`config.mk`:
```
export PLATFORM = sky130hd
export DESIGN_NAME = truth_table_anf_post_classes
export DESIGN_NICKNAME = d
export VERILOG_FILES = /design/src/rtl/ttanf_pkg.sv /design/src/rtl/ttanf_front.sv /design/src/rtl/ttanf_queue.sv /design/src/rtl/ttanf_back.sv /design/src/rtl/truth_table_anf_post_classes.sv
export SDC_FILE = /design/constraint.sdc
export NUM_CORES = 1
export LEC_CHECK = 0
export BUFFER_PORTS_ARGS = -buffer_cell sky130_fd_sc_hd__buf_4
export CAP_MARGIN = 10
export CORE_MARGIN = 5
export CORE_UTILIZATION = 45
export DETAILED_ROUTE_END_ITERATION = 10
export SYNTH_ARGS = -nofsm -noshare
export SYNTH_HDL_FRONTEND = slang
export SYNTH_SLANG_ARGS = --single-unit
```
`constraint.sdc`:
```
create_clock -name clk_i -period 11.6 [get_ports clk_i]
set_input_delay 1.16 -clock clk_i [delete_from_list [all_inputs] [get_ports clk_i]]
set_output_delay 1.16 -clock clk_i [all_outputs]
set_load 0.05 [all_outputs]
```
`src/rtl/ttanf_pkg.sv`:
```
`default_nettype none

package ttanf_pkg;

  localparam int MAX_VARS    = 6;
  localparam int TABLE_W     = 64;
  localparam int VAR_CNT_W   = 3;
  localparam int ROW_IDX_W   = 6;
  localparam int QUEUE_DEPTH = 2;
  localparam int QUEUE_PTR_W = 1;
  localparam int QUEUE_CNT_W = 2;

  // Positions whose row-index bit b is clear.
  localparam logic [TABLE_W-1:0] BIT_CLEAR_MASK [MAX_VARS] = '{
    64'h5555555555555555,
    64'h3333333333333333,
    64'h0F0F0F0F0F0F0F0F,
    64'h00FF00FF00FF00FF,
    64'h0000FFFF0000FFFF,
    64'h00000000FFFFFFFF
  };

  // Monomials of degree zero or one.
  localparam logic [TABLE_W-1:0] LOW_DEGREE_MASK = 64'h0000000100010117;

  typedef struct packed {
    logic keeps_zero;
    logic keeps_one;
    logic self_dual;
    logic monotone;
    logic linear;
  } class_flags_t;

  // One classified function as it travels from the front to the back.
  typedef struct packed {
    logic [TABLE_W-1:0]   table_bits;
    logic [VAR_CNT_W-1:0] var_cnt;
    logic                 keeps_zero;
    logic                 keeps_one;
    logic                 last_fn;
  } entry_t;

endpackage

`default_nettype wire

```
`src/rtl/ttanf_front.sv`:
```
`default_nettype none

module ttanf_front (
  input  wire logic [ttanf_pkg::TABLE_W-1:0]   truth_table_i,
  input  wire logic [ttanf_pkg::VAR_CNT_W-1:0] var_count_i,
  input  wire logic                            last_function_i,
  output ttanf_pkg::entry_t                    entry_o
);
  import ttanf_pkg::*;

  logic [VAR_CNT_W-1:0] n_clamped;
  logic [TABLE_W-1:0]   live;
  logic [TABLE_W-1:0]   t_live;
  logic [ROW_IDX_W-1:0] top_row;

  always_comb begin
    if (var_count_i > VAR_CNT_W'(MAX_VARS)) begin
      n_clamped = VAR_CNT_W'(MAX_VARS);
    end else begin
      n_clamped = var_count_i;
    end
  end

  always_comb begin
    if (n_clamped >= VAR_CNT_W'(ROW_IDX_W)) begin
      live = '1;
    end else begin
      live = (TABLE_W'(1) << (7'(1) << n_clamped)) - TABLE_W'(1);
    end
  end

  assign t_live  = truth_table_i & live;
  assign top_row = ROW_IDX_W'((7'(1) << n_clamped) - 7'(1));

  always_comb begin
    entry_o.table_bits = t_live;
    entry_o.var_cnt    = n_clamped;
    entry_o.keeps_zero = ~t_live[0];
    entry_o.keeps_one  = t_live[top_row];
    entry_o.last_fn    = last_function_i;
  end

endmodule

`default_nettype wire

```
`src/rtl/ttanf_queue.sv`:
```
`default_nettype none

module ttanf_queue (
  input  wire logic              clk_i,
  input  wire logic              rst_ni,
  input  wire logic              push_i,
  input  wire ttanf_pkg::entry_t push_data_i,
  output logic                   not_full_o,
  input  wire logic              pop_i,
  output logic                   not_empty_o,
  output ttanf_pkg::entry_t      pop_data_o
);
  import ttanf_pkg::*;

  entry_t                 slot_q [QUEUE_DEPTH];
  logic [QUEUE_PTR_W-1:0] wr_ptr_q, wr_ptr_d;
  logic [QUEUE_PTR_W-1:0] rd_ptr_q, rd_ptr_d;
  logic [QUEUE_CNT_W-1:0] count_q, count_d;

  assign not_full_o  = count_q != QUEUE_CNT_W'(QUEUE_DEPTH);
  assign not_empty_o = count_q != '0;
  assign pop_data_o  = slot_q[rd_ptr_q];

  always_comb begin
    wr_ptr_d = push_i ? wr_ptr_q + QUEUE_PTR_W'(1) : wr_ptr_q;
    rd_ptr_d = pop_i  ? rd_ptr_q + QUEUE_PTR_W'(1) : rd_ptr_q;
    count_d  = count_q;
    if (push_i && !pop_i) begin
      count_d = count_q + QUEUE_CNT_W'(1);
    end else if (pop_i && !push_i) begin
      count_d = count_q - QUEUE_CNT_W'(1);
    end
  end

  always_ff @(posedge clk_i or negedge rst_ni) begin
    if (!rst_ni) begin
      wr_ptr_q <= '0;
      rd_ptr_q <= '0;
      count_q  <= '0;
    end else begin
      wr_ptr_q <= wr_ptr_d;
      rd_ptr_q <= rd_ptr_d;
      count_q  <= count_d;
    end
  end

  always_ff @(posedge clk_i) begin
    if (push_i) begin
      slot_q[wr_ptr_q] <= push_data_i;
    end
  end

endmodule

`default_nettype wire

```
`src/rtl/ttanf_back.sv`:
```
`default_nettype none

module ttanf_back (
  input  wire logic                          clk_i,
  input  wire logic                          rst_ni,
  input  wire logic                          entry_valid_i,
  input  wire ttanf_pkg::entry_t             entry_i,
  output logic                               entry_pop_o,
  output logic                               out_valid_o,
  input  wire logic                          out_ready_i,
  output logic [ttanf_pkg::TABLE_W-1:0]      anf_coeffs_o,
  output ttanf_pkg::class_flags_t            flags_o,
  output logic                               system_complete_o
);
  import ttanf_pkg::*;

  logic [TABLE_W-1:0] anf;
  logic               monotone;
  logic               self_dual;
  logic [MAX_VARS:0]  sd_by_n;
  class_flags_t       flags;
  class_flags_t       acc_q, acc_d;
  class_flags_t       acc_and;
  logic               complete;

  logic               out_valid_q;
  logic [TABLE_W-1:0] anf_q;
  class_flags_t       flags_q;
  logic               complete_q;

  // Moebius transform, one butterfly layer per variable in use.
  always_comb begin
    anf = entry_i.table_bits;
    for (int b = 0; b < MAX_VARS; b++) begin
      if (VAR_CNT_W'(b) < entry_i.var_cnt) begin
        anf = anf ^ ((anf & BIT_CLEAR_MASK[b]) << (1 << b));
      end
    end
  end

  // A violation is a row with bit b clear where f is 1 but f of the raised row is 0.
  always_comb begin
    monotone = 1'b1;
    for (int b = 0; b < MAX_VARS; b++) begin
      if (VAR_CNT_W'(b) < entry_i.var_cnt) begin
        if ((entry_i.table_bits & BIT_CLEAR_MASK[b]
             & ~(entry_i.table_bits >> (1 << b))) != '0) begin
          monotone = 1'b0;
        end
      end
    end
  end

  // Self-duality for every possible variable count, then pick the live one.
  // With no variables the single row is its own complement, so it never passes.
  always_comb begin
    logic [ROW_IDX_W-1:0] mirror;
    for (int k = 0; k <= MAX_VARS; k++) begin
      sd_by_n[k] = 1'b1;
      for (int r = 0; r < TABLE_W; r++) begin
        mirror = ROW_IDX_W'(r) ^ ROW_IDX_W'((1 << k) - 1);
        if (r < (1 << k)) begin
          if (entry_i.table_bits[r] == entry_i.table_bits[mirror]) begin
            sd_by_n[k] = 1'b0;
          end
        end
      end
    end
  end

  assign self_dual = sd_by_n[entry_i.var_cnt];

  always_comb begin
    flags.keeps_zero = entry_i.keeps_zero;
    flags.keeps_one  = entry_i.keeps_one;
    flags.self_dual  = self_dual;
    flags.monotone   = monotone;
    flags.linear     = (anf & ~LOW_DEGREE_MASK) == '0;
  end

  assign entry_pop_o = entry_valid_i && (!out_valid_q || out_ready_i);

  always_comb begin
    acc_and  = acc_q & flags;
    complete = entry_i.last_fn && (acc_and == '0);
    acc_d    = acc_q;
    if (entry_pop_o) begin
      acc_d = entry_i.last_fn ? '1 : acc_and;
    end
  end

  always_ff @(posedge clk_i or negedge rst_ni) begin
    if (!rst_ni) begin
      acc_q       <= '1;
      out_valid_q <= 1'b0;
    end else begin
      acc_q <= acc_d;
      if (entry_pop_o) begin
        out_valid_q <= 1'b1;
      end else if (out_ready_i) begin
        out_valid_q <= 1'b0;
      end
    end
  end

  always_ff @(posedge clk_i) begin
    if (entry_pop_o) begin
      anf_q      <= anf;
      flags_q    <= flags;
      complete_q <= complete;
    end
  end

  assign out_valid_o       = out_valid_q;
  assign anf_coeffs_o      = anf_q;
  assign flags_o           = flags_q;
  assign system_complete_o = complete_q;

endmodule

`default_nettype wire

```
`src/rtl/truth_table_anf_post_classes.sv`:
```
`default_nettype none

// Boolean function analyzer. Each request carries a truth table of up to six
// variables; the result gives the ANF coefficients and the five Post class flags
// of that function, and on a request marked last_function also whether the
// system of functions since the previous last one is functionally complete.
// The front masks the table and clamps the variable count, a two-entry queue
// decouples it from the back, and the back runs the Moebius transform and class
// checks combinationally into an output register. One request is taken every
// clock while in_ready_o is high; its result is registered first in the queue and
// then in the output register. While the output is stalled the output register
// and the queue hold up to three requests before in_ready_o drops.
module truth_table_anf_post_classes (
  input  wire logic                            clk_i,
  input  wire logic                            rst_ni,
  input  wire logic                            in_valid_i,
  output logic                                 in_ready_o,
  input  wire logic [ttanf_pkg::TABLE_W-1:0]   truth_table_i,
  input  wire logic [ttanf_pkg::VAR_CNT_W-1:0] var_count_i,
  input  wire logic                            last_function_i,
  output logic                                 out_valid_o,
  input  wire logic                            out_ready_i,
  output logic [ttanf_pkg::TABLE_W-1:0]        anf_coeffs_o,
  output logic                                 keeps_zero_o,
  output logic                                 keeps_one_o,
  output logic                                 self_dual_o,
  output logic                                 monotone_o,
  output logic                                 linear_o,
  output logic                                 system_complete_o
);
  import ttanf_pkg::*;

  entry_t       front_entry;
  entry_t       head_entry;
  logic         q_not_full;
  logic         q_not_empty;
  logic         q_pop;
  class_flags_t flags;

  ttanf_front u_front (
    .truth_table_i   (truth_table_i),
    .var_count_i     (var_count_i),
    .last_function_i (last_function_i),
    .entry_o         (front_entry)
  );

  ttanf_queue u_queue (
    .clk_i       (clk_i),
    .rst_ni      (rst_ni),
    .push_i      (in_valid_i && q_not_full),
    .push_data_i (front_entry),
    .not_full_o  (q_not_full),
    .pop_i       (q_pop),
    .not_empty_o (q_not_empty),
    .pop_data_o  (head_entry)
  );

  ttanf_back u_back (
    .clk_i             (clk_i),
    .rst_ni            (rst_ni),
    .entry_valid_i     (q_not_empty),
    .entry_i           (head_entry),
    .entry_pop_o       (q_pop),
    .out_valid_o       (out_valid_o),
    .out_ready_i       (out_ready_i),
    .anf_coeffs_o      (anf_coeffs_o),
    .flags_o           (flags),
    .system_complete_o (system_complete_o)
  );

  assign in_ready_o   = q_not_full;
  assign keeps_zero_o = flags.keeps_zero;
  assign keeps_one_o  = flags.keeps_one;
  assign self_dual_o  = flags.self_dual;
  assign monotone_o   = flags.monotone;
  assign linear_o     = flags.linear;

endmodule

`default_nettype wire
```
==> impl_metrics.csv <==
group,metric,value,unit
run_status,status,"finished, final reports clean",
floorplanning,rows,67,
floorplanning,io_pins,144,
clock_tree,postCtsResizedCells,0,
finish,diodes,0,
place,dp_hpwl,43.6,mm
yosys,synth_fp_nets,1557,
worst_setup_path,end_kind,"flip-flop",
worst_setup_path,cp_max_fo,55,
finish,utilization,52.2,%
sta,min_period,6480,ps
sta,worst_slack,5120,ps
sta,fin_crit_sh,55.9,%
worst_setup_path,crit_chain,"buf_4, buf_4, mux2i_1, inv_1, ha_1, or2_2, a211oi_1, a211oi_1, or3_1, a221oi_1, nor3_2, a2111oi_0, nand4b_1, nor4_2, and3_1, a21oi_1",
place,numPortBuffers,143,
yosys,synth-edff-count,210,
clock_tree,clk_pin_slew,60,ps
worst_setup_path,worstRegToRegCells,16,
yosys,syn_area,15100,sq um
sta,fmax,154,MHz
drt,num_vias,12563,
sta,slew_viol_final,0,
drt,wirelength,58.1,mm
clock_tree,cts_hold_buf,0,
sta,fin_skew,10.5,ps
flow_run,max_cap_viol_count,0,
worst_setup_path,worst_ep_arrival_time,6770,ps
global_route,antenna_found_initial,1,
place,place_congestion,1.03,
finish,drive_gt1_share,19.9,%
sta,worstMarginPinSlew,1220,ps
drt,drt_iter0_drc,1217,
place,place_area,16700,sq um
yosys,yosysSeqAreaShare,43.6,%
drt,antenna_left,0,
clock_tree,cts.path.max_buffers,3,
worst_setup_path,rrSetupSlack,5120,ps
global_route,grt_busiest_layer,"met2",
sta,finalSetupViolations,0,
clock_tree,clock-root-buffer,"clkbuf_16",
clock_tree,cts_setup_buffers,0,
floorplanning,dieArea,37200,sq um
sta,rsz0062_at_grt,"no",
clock_tree,htreeDepth,1,
floorplanning,die_h,193,um
yosys,async_reset_ff_share,4.55,%
global_route,grt_overflow,0,
drt,drc_errors,0,
worst_setup_path,path_buf_inv,3,
worst_setup_path,cp_top_family,"simple AND/OR/NAND/NOR gates",
clock_tree,cts_sinks,220,
worst_setup_path,r2r_start,"u_queue.rd_ptr_q$_DFFE_PN0P_",
sta,maxSlewHeadroom,16.3,%
clock_tree,cts_made_buffers,23,
yosys,ys_ff_latch,220,
floorplanning,core_area,33300,sq um
worst_setup_path,crit_type,"flip-flop to flip-flop",
sta,finalHoldViolations,0,
finish,layout_common_cells,"210 x edfxtp_1, 180 x buf_4, 116 x xnor2_1, 79 x nor2_1, 67 x ha_1",
global_route,grt_pass1_vias,12204,
clock_tree,clk-insertion-delay-late,540,ps
worst_setup_path,crit_slowest_cell,"buf_4",
yosys,avgSynthCellArea,10.6,sq um
global_route,grt_usage,30.8,%
worst_setup_path,cpPeakStageDelay,730,ps
floorplanning,die_w,193,um
worst_setup_path,regToRegEndpoint,"u_back.system_complete_o$_DFFE_PP_",
yosys,synth_flop_cell,"edfxtp_1",
floorplanning,start_util,45.2,%
min_path,holdCritPathClass,"input port to asynchronous set/reset pin",
drt,vias_per_cell,6.24,
worst_setup_path,critPathLaunchType,"flip-flop",
finish,fin_area,17400,sq um
global_route,grt_pass1_wl,83.8,mm
sta,fin_tns_setup,0,ps
drt,wl_per_cell,28.9,um
global_route,use_met3,4.66,%
finish,mostFrequentLayoutCell,"edfxtp_1",
yosys,netlist_instances,1418,
worst_setup_path,crit_required,11890,ps
clock_tree,cts_tree,"yes",
global_route,grt_use_met2,49.5,%
place,pre_cts_slack,5210,ps
global_route,met1_usage,41.2,%
finish,finalNetCount,1688,
yosys,synthDistinctLibCells,95,
yosys,yosysWarnings,0,
finish,syn_to_final_growth,15.3,%
drt,drtPass1Iterations,5,
global_route,grt_max_degree,71,
worst max path at each step:
stage | startpoint | end | slack, ps | cells after the start
floorplan | u_queue.rd_ptr_q$_DFFE_PN0P_ | u_back.system_complete_o$_DFFE_PP_ | 6670 | 17
global placement | u_queue.rd_ptr_q$_DFFE_PN0P_ | u_back.system_complete_o$_DFFE_PP_ | 5340 | 16
detailed placement | u_queue.rd_ptr_q$_DFFE_PN0P_ | u_back.system_complete_o$_DFFE_PP_ | 5210 | 16
CTS | u_queue.rd_ptr_q$_DFFE_PN0P_ | u_back.system_complete_o$_DFFE_PP_ | 5180 | 16
global route | u_queue.rd_ptr_q$_DFFE_PN0P_ | u_back.system_complete_o$_DFFE_PP_ | 4840 | 16
finish | u_queue.rd_ptr_q$_DFFE_PN0P_ | u_back.system_complete_o$_DFFE_PP_ | 5120 | 16
per-stage QoR:
stage,instances,hold slack (ps)
2_1_floorplan,1418,449
3_3_place_gp,1971,462
3_5_place_dp,1971,465
4_1_cts,2013,441
5_1_grt,2014,432
6_report,2014,445
Yosys cell counts (all sizes together), types with 8 or more instances:
library cell	n	share of area, %
a211oi	21	1.3
a21boi	9	0.45
a21o	11	0.55
a21oi	53	1.8
a221oi	22	1.4
a22oi	11	0.55
a31oi	13	0.58
and2	28	1.2
and3	38	1.6
buf	34	1.5
clkbuf	40	1.0
edfxtp	210	42
ha	67	5.6
inv	66	1.6
mux2	29	2.3
mux2i	63	4.9
nand2	64	1.6
nand2b	9	0.37
nand3	29	0.96
nand4	27	1.1
nor2	83	2.1
nor3	39	1.4
nor4	35	1.5
o211ai	11	0.55
o21ai	66	2.2
o221ai	9	0.52
o22ai	33	1.4
o32ai	10	0.58
or2	8	0.33
or3	16	0.66
or4	8	0.42
xnor2	118	7.0
xor2	40	2.5
routing by layer:
layer	vias to the layer above	wire, um	part of all wire [%]
li1	5663	-	-
met1	6120	24300	42
met2	623	26400	45
met3	155	4190	7.2
met4	2	3180	5.5
met5	-	9	0.015
registers in the layout (all words and copies together) (netlist names):
name	flops
u_queue.slot_q	140
u_back.anf_coeffs_o	64
u_back.acc_q	5
u_back.flags_o	5
u_queue.count_q	2
u_back.out_valid_o	1
u_back.system_complete_o	1
u_queue.rd_ptr_q	1
u_queue.wr_ptr_q	1
cell type report:
type / instances / area (sq um)
fillers: 2999 / 15900
multi-input cells: 1051 / 7910
flip-flops and latches: 220 / 6570
repair buffers: 180 / 1350
clock buffers: 28 / 594
well taps: 448 / 561
inverters: 73 / 274
clock inverters: 14 / 116
kinds of logic (layout without fill, tap and decap cells):
| logic type | count (synthesis) | after routing | share of synthesized area [%] |
|---|---|---|---|
| AOI/OAI and AO/OA | 320 | 320 | 14.8 |
| xor gates and xnor gates | 159 | 159 | 9.56 |
| adders and majority gates | 67 | 67 | 5.57 |
| buffers and inverters | 147 | 295 | 4.30 |
| DFF | 220 | 220 | 43.6 |
| muxes | 93 | 93 | 7.30 |
| other | 1 | 1 | 0.0249 |
| and+or+nand+nor | 411 | 411 | 14.8 |
Power is left out: the tool's default activity adds up to more than one toggle a clock period on the data nets, which glitch-free logic cannot reach.
